--- src/rtl/gillespie_jump_select_macros.svh ---
// ----------------------------------------------------------------------------
// Assertion macros for the jump select block
// Clocked on clk_i and disabled while rst_ni is low.
// ----------------------------------------------------------------------------
`ifndef GILLESPIE_JUMP_SELECT_MACROS_SVH
`define GILLESPIE_JUMP_SELECT_MACROS_SVH

// Check a consequence in the same cycle as its cause
`define GJS_ASSERT_NOW(lbl, cause, effect, msg) \
  lbl: assert property (@(posedge clk_i) disable iff (!rst_ni) (cause) |-> (effect)) \
    else $error(msg);

// Check a consequence in the cycle after its cause
`define GJS_ASSERT_NEXT(lbl, cause, effect, msg) \
  lbl: assert property (@(posedge clk_i) disable iff (!rst_ni) (cause) |=> (effect)) \
    else $error(msg);

`endif

--- src/rtl/gjs_job_fifo.sv ---
// ----------------------------------------------------------------------------
// gjs_job_fifo
// Two-entry job queue between the front and the back.
// ----------------------------------------------------------------------------
`timescale 1ns / 1ps

module gjs_job_fifo #(
  parameter int unsigned DATA_W = 8
) (
  input  logic              clk_i,
  input  logic              rst_ni,
  input  logic              in_valid_i,
  output logic              in_ready_o,
  input  logic [DATA_W-1:0] in_data_i,
  output logic              out_valid_o,
  input  logic              out_ready_i,
  output logic [DATA_W-1:0] out_data_o
);
  logic [DATA_W-1:0] slot_q [2];
  logic              wr_ptr_q;
  logic              rd_ptr_q;
  logic [1:0]        cnt_q;
  logic              push;
  logic              pop;

  assign in_ready_o  = (cnt_q != 2'd2);
  assign out_valid_o = (cnt_q != 2'd0);
  assign out_data_o  = slot_q[rd_ptr_q];
  assign push        = in_valid_i && in_ready_o;
  assign pop         = out_valid_o && out_ready_i;

  // Advance pointers and fill level
  always_ff @(posedge clk_i or negedge rst_ni) begin
    if (!rst_ni) begin
      wr_ptr_q <= 1'b0;
      rd_ptr_q <= 1'b0;
      cnt_q    <= 2'd0;
    end else begin
      if (push) begin
        wr_ptr_q <= !wr_ptr_q;
      end
      if (pop) begin
        rd_ptr_q <= !rd_ptr_q;
      end
      if (push && !pop) begin
        cnt_q <= cnt_q + 2'd1;
      end else if (pop && !push) begin
        cnt_q <= cnt_q - 2'd1;
      end
    end
  end

  // Store the pushed job
  always_ff @(posedge clk_i) begin
    if (push) begin
      slot_q[wr_ptr_q] <= in_data_i;
    end
  end

endmodule

--- config.mk ---
export PLATFORM = sky130hd
export DESIGN_NAME = gjs_job_fifo
export DESIGN_NICKNAME = d
export VERILOG_FILES = /design/src/rtl/gillespie_jump_select_macros.svh /design/src/rtl/gjs_job_fifo.sv
export SDC_FILE = /design/constraint.sdc
export NUM_CORES = 1
export LEC_CHECK = 0
export ABC_CLOCK_PERIOD_IN_PS = 1640
export CELL_PAD_IN_SITES_DETAIL_PLACEMENT = 1
export CELL_PAD_IN_SITES_GLOBAL_PLACEMENT = 1
export CORE_MARGIN = 1.5
export CORE_UTILIZATION = 45
export DETAILED_ROUTE_END_ITERATION = 6
export DONT_BUFFER_PORTS = 1
export PLACE_DENSITY = 0.8
export SETUP_SLACK_MARGIN = 0.02
export SYNTH_ARGS = -nofsm -noshare
export SYNTH_HDL_FRONTEND = slang
export SYNTH_SLANG_ARGS = --single-unit
--- constraint.sdc ---
create_clock -name clk_i -period 1.64 [get_ports clk_i]
set_clock_uncertainty 0.05 [all_clocks]
set_input_delay 0.164 -clock clk_i [delete_from_list [all_inputs] [get_ports clk_i]]
set_output_delay 0.164 -clock clk_i [all_outputs]
set_load 0.01 [all_outputs]
* After elaboration in Yosys (flattened, before gate mapping)
Memory sizes are Yosys's and may differ from the RTL's.
Index checks and enable logic that the tools add are counted.
** Storage, ports and cells
- Register bits after elaboration :: 4
- Memory bits (writable) :: 16
- Input port bits :: 12
- Output and inout bits :: 10
- Word-level logic and storage cells :: 21
- Memories :: 1
** Memory list
- slot_q :: words 2, bits a word 8, read ports 1, clocked after Yosys merged registers in 0, write ports 1, RTL line gjs_job_fifo.sv:19 : logic [DATA_W-1:0] slot_q [2];
** Cells by class
- $add $sub $neg :: 2
- Equal/unequal tests :: 1
- Muxes and demuxes :: 4
- Reductions and logical operators :: 10
** Operators with widths (count)
- $logic_and A1 B1 Y1 :: 4
- $logic_not A1 Y1 :: 4
- $mux W2 :: 2
- $reduce_bool A2 Y1 :: 2
- $add A2 B1 Y2 const B :: 1
- $mux W1 :: 2
- $ne A2 B2 Y1 const B :: 1
- $sub A2 B1 Y2 const B :: 1

* Logic depth before layout (Yosys ltp)
- Depth after elaboration :: 6
- Mapped depth :: 7
- Depth with buffers taken out :: 7

* Least setup slack after synthesis
No wires, ideal clock.
- Path type :: reg2reg
- Start :: register cnt_q[0]
- End :: memory slot_q[0][0] (enable)
- Library setup time :: 370 ps
- Data arrival time :: 1016 ps
- Data required time :: 1220 ps
- Path slack :: 204 ps
- Stages on the path, launching flop included :: 4
- Buffers on the path :: 0
- Period minus slack after synthesis :: 1436 ps
- Cells stage by stage :: dfrtp_1 -> nand2b_4 -> nand2_1 -> nor2_1
** Between the ends
- Cells in the longest elaborated chain, start to end :: 4
** Ends and longest elaborated chain
- start: declaration :: RTL line gjs_job_fifo.sv:22 : logic [1:0] cnt_q;
- start signal: assignment :: RTL line gjs_job_fifo.sv:46 : cnt_q <= cnt_q + 2'd1;
- start signal: assignment :: RTL line gjs_job_fifo.sv:48 : cnt_q <= cnt_q - 2'd1;
- $ne A2 B2 Y1 :: RTL line gjs_job_fifo.sv:26 : assign in_ready_o = (cnt_q != 2'd2);
- named net in_ready_o :: RTL line gjs_job_fifo.sv:13 : output logic in_ready_o,
- $logic_and A1 B1 Y1 :: RTL line gjs_job_fifo.sv:29 : assign push = in_valid_i && in_ready_o;
- $mux W1 :: RTL line gjs_job_fifo.sv:55 : if (push) begin
- $mux W1 (implied by the code) :: RTL line gjs_job_fifo.sv:56 : slot_q[wr_ptr_q] <= in_data_i;
- end: declaration :: RTL line gjs_job_fifo.sv:19
The timed path passes the listed nets, and every way through them passes these cells.

* Worst setup path after layout
- Start :: register cnt_q[1]
- End :: register cnt_q[1]
** Between the ends
- Cells in the longest elaborated chain, start to end :: 5
- Elaborated cells on any way between the ends :: 13
- Classes of those cells :: 2 x add/sub; 1 x eq/ne; 2 x mux; 8 x reduce/logical
** Ends and longest elaborated chain
- $reduce_bool A2 Y1 * :: RTL line gjs_job_fifo.sv:27 : assign out_valid_o = (cnt_q != 2'd0);
- named net out_valid_o :: RTL line gjs_job_fifo.sv:15 : output logic out_valid_o,
- $logic_and A1 B1 Y1 * :: RTL line gjs_job_fifo.sv:30 : assign pop = out_valid_o && out_ready_i;
- $logic_not A1 Y1 :: RTL line gjs_job_fifo.sv:45 : if (push && !pop) begin
- $logic_and A1 B1 Y1 :: RTL line gjs_job_fifo.sv:45
- $mux W2 / $reduce_bool A2 Y1 (equally long branches)
Mark *: on every way through the listed nets, which the timed path passes. The rest lies on a longest branch. The select of a mux whose other input is x is not followed.
A chain may end at the register's enable or synchronous reset.

==> results.json <==
{
  "cp_slowest_stage_delay_ns": 0.45,
  "postLayoutSetupSlackWorst_ns": 0.0942,
  "number_of_buffers_created_by_cts": 3,
  "cp_cell_sequence": "or2_4 -> nand2_4 -> ha_2 -> xor2_2 -> nor2_2 -> xor2_1",
  "die_height_um": 44.8,
  "timing_max_transition_violations_final": 0,
  "final_period_minus_worst_setup_slack_ns": 1.55,
  "syn_avg_cell_area_um2": 18.3,
  "setup_tns_ns": 0,
  "floorplan.die.width_um": 44.8,
  "post_synth_mux_area_share": 0.114,
  "vdd_drop_max_mv": 1.11,
  "tritoncts_num_sinks": 20,
  "synthArstFlopShare": 0.200,
  "period_share": 0.943,
  "drtIter0Drc": 2,
  "worst-setup-path-type": "reg -> reg",
  "max_clock_freq_mhz": 647,
  "synth_enable_flop_cells": 16,
  "clkLatencyLatePin_ns": 0.30,
  "unrepaired_setup_endpoints_after_global_routing": "false",
  "yosys-top-cells-count": "edfxtp_1 (16), mux2_2 (8), dfrtp_1 (4)",
  "placeable_core_region_um2": 1580,
  "worst_slew_pin_slew_ns": 0.391,
  "layout.nets": 74,
  "dpl_worst_slack_ns": 0.00498,
  "final_layout_size_suffix_gt1_frac": 0.367,
  "antenna_found_initial": 0,
  "htree_levels": 1,
  "worst_ep_arrival_time_ns": 1.69,
  "dieArea_um2": 2010,
  "worstPathMaxFanout": 3,
  "synth.lib_cells_used.distinct": 14,
  "yosys_warnings": 0,
  "drt_drc_violations_left": 0,
  "clk_transition_reported_paths_ns": 0.11,
  "setup_violators_final": 0,
  "flow.area_growth_from_synthesis_pct": 24.8,
  "detail_route.wirelength_um": 1470,
  "overflow": 0,
  "postSynthRegisterBits": 20,
  "wire_per_inst_um": 19.4,
  "synthDominantCellAreaShare": 0.610,
  "ys_top_cells_by_area": "edfxtp_1 (61%), dfrtp_1 (13%), mux2_2 (11%)",
  "final_util": 0.623,
  "power-per-cell-area_nw_per_um2": 1680,
  "synthXorXnorAreaFrac": 0.0556,
  "hpwlAfterDp_um": 958,
  "grt_max_degree": 12,
  "main_combinational_cell_family_by_area_after_synthesis": "multiplexers",
  "synth_area_um2": 787,
  "run_status": "finished clean",
  "syn_inst": 43,
  "grt_first_pass_wirelength_um": 2100,
  "grt_usage": 0.157,
  "gpl.final_weighted_congestion": 0.720,
  "relSlewSlack": 0.739,
  "tritoncts_clock_tree": "yes",
  "start_util": 0.499,
  "placement.cell_area_um2": 810,
  "ctsLongestPathBuffers": 2,
  "worstHoldPathType": "in -> async",
  "final-instance-count-excl-fill": 76,
  "synth-seq-area-share": 0.738,
  "crit_start": "cnt_q[1]",
  "share_of_synthesized_cell_area_in_and_or_nand_and_nor_gates": 0.0652,
  "n_antenna_cell": 0,
  "row_count": 14,
  "synth_compound_area_frac": 0,
  "timing.critical_path.slowest_stage_cell": "dfrtp_2",
  "root_buffer_master": "clkbuf_4",
  "vias_in_the_first_global_route": 434,
  "drt-pass1-iter-count": 4,
  "final_area_um2": 982,
  "synth_adder_area_share": 0.0159,
  "synthDominantAreaCellType": "edfxtp_1",
  "final-hold-violation-count": 0,
  "post_drt_via_cell_ratio": 5.37,
  "cap_violations": 0,
  "placed_cells_incl_taps": 59,
  "fin_hold_ws_ns": 0.0787,
  "total_leakage_power_nw": 0.365,
  "postSynthNetCount": 56,
  "ioPinCount": 22,
  "critical_path_launch_point_type": "register",
  "r2r_start": "cnt_q[1]",
  "portBuffers": 0,
  "nature_of_the_critical_path_endpoint": "register",
  "worst_ep_required_time_ns": 1.78,
  "total_power_mw": 1.65,
  "routed-via-count": 408,
  "drt.antenna.violating_nets": 0,
  "synth_top_flop_cell": "edfxtp_1",
  "most_used_standard_cell_by_instance_count_after_synthesis": "edfxtp_1"
}
## timing repair
action                     CTS  global route
pin swaps                    1             3
gates resized for setup      1             5
hold endpoints to repair    22             0
setup endpoints to repair    1             1
setup buffers                2             0
hold buffers                11             0
## worst max-delay path: cells and delay by family (launching register included)
kind / cells / cell delay [ns]
and+or+nand+nor: 3 / 0.41
DFF: 1 / 0.45
adders and majority gates: 1 / 0.20
xor gates and xnor gates: 2 / 0.32
## final timing paths
kind,end,slack (ns),cells past startpoint
setup / recovery,cnt_q[1],0.09,6
hold / removal,cnt_q[0],0.08,1
setup reg to reg,cnt_q[1],0.09,6
hold reg to reg,wr_ptr_q,0.47,1
max in group asynchronous,cnt_q[1],1.27,1
min in group clk_i,slot_q[1][6],0.28,1
## cells by family after synthesis
family                   Yosys count
buffers and inverters              2
XOR/XNOR                           5
adder cells (fa/ha/maj)            1
multiplexers                       8
AND/OR/NAND/NOR                    7
flip-flops                        20
## metal layers
layer / track usage / up-vias / part of all wire
met5: 0 / - / 0
met4: 0.0706 / 0 / 0.013
met3: 0.0400 / 2 / 0.038
met2: 0.296 / 11 / 0.57
met1: 0.163 / 208 / 0.38
li1: - / 187 / -
## state kept, by name, indices dropped and copies added, names as in the netlist
| signal | flops |
|---|---|
| rd_ptr_q | 1 |
| cnt_q | 2 |
| wr_ptr_q | 1 |
| slot_q | 16 |
## final cells by class
cell class                      instances  area (um^2)
Fill cell                             145          594
Sequential cell                        20          582
Multi-Input combinational cell         21          218
Timing Repair Buffer                   14          133
Clock buffer                            4         26.3
Tap cell                               16         20.0
Inverter                                1         3.75
## report_power, final
part	internal, mW	leakage (nW)	switching (mW)
Combinational	0.298	0.156	0.292
Clock	0.0948	0.0150	0.150
Sequential	0.712	0.194	0.105
## layout by cell type, fill, tap and decap left out
| cell | Yosys | routed |
|---|---|---|
| and3_1 | 1 | 1 |
| buf_4 | 0 | 3 |
| clkbuf_4 | 0 | 3 |
| nand2b_4 | 1 | 1 |
| inv_1 | 1 | 1 |
| edfxtp_1 | 16 | 16 |
| nand2_4 | 1 | 2 |
| ha_2 | 0 | 1 |
| xnor2_1 | 3 | 3 |
| nor2_2 | 0 | 1 |
| nor2_1 | 2 | 1 |
| mux2_2 | 8 | 8 |
| dfrtp_1 | 4 | 3 |
| xor2_1 | 2 | 1 |
| xor2_2 | 0 | 1 |
| clkbuf_1 | 0 | 1 |
| dlygate4sd3_1 | 0 | 11 |
| or2_4 | 1 | 1 |
| dfrtp_2 | 0 | 1 |
(Power assumes the default switching activity.)
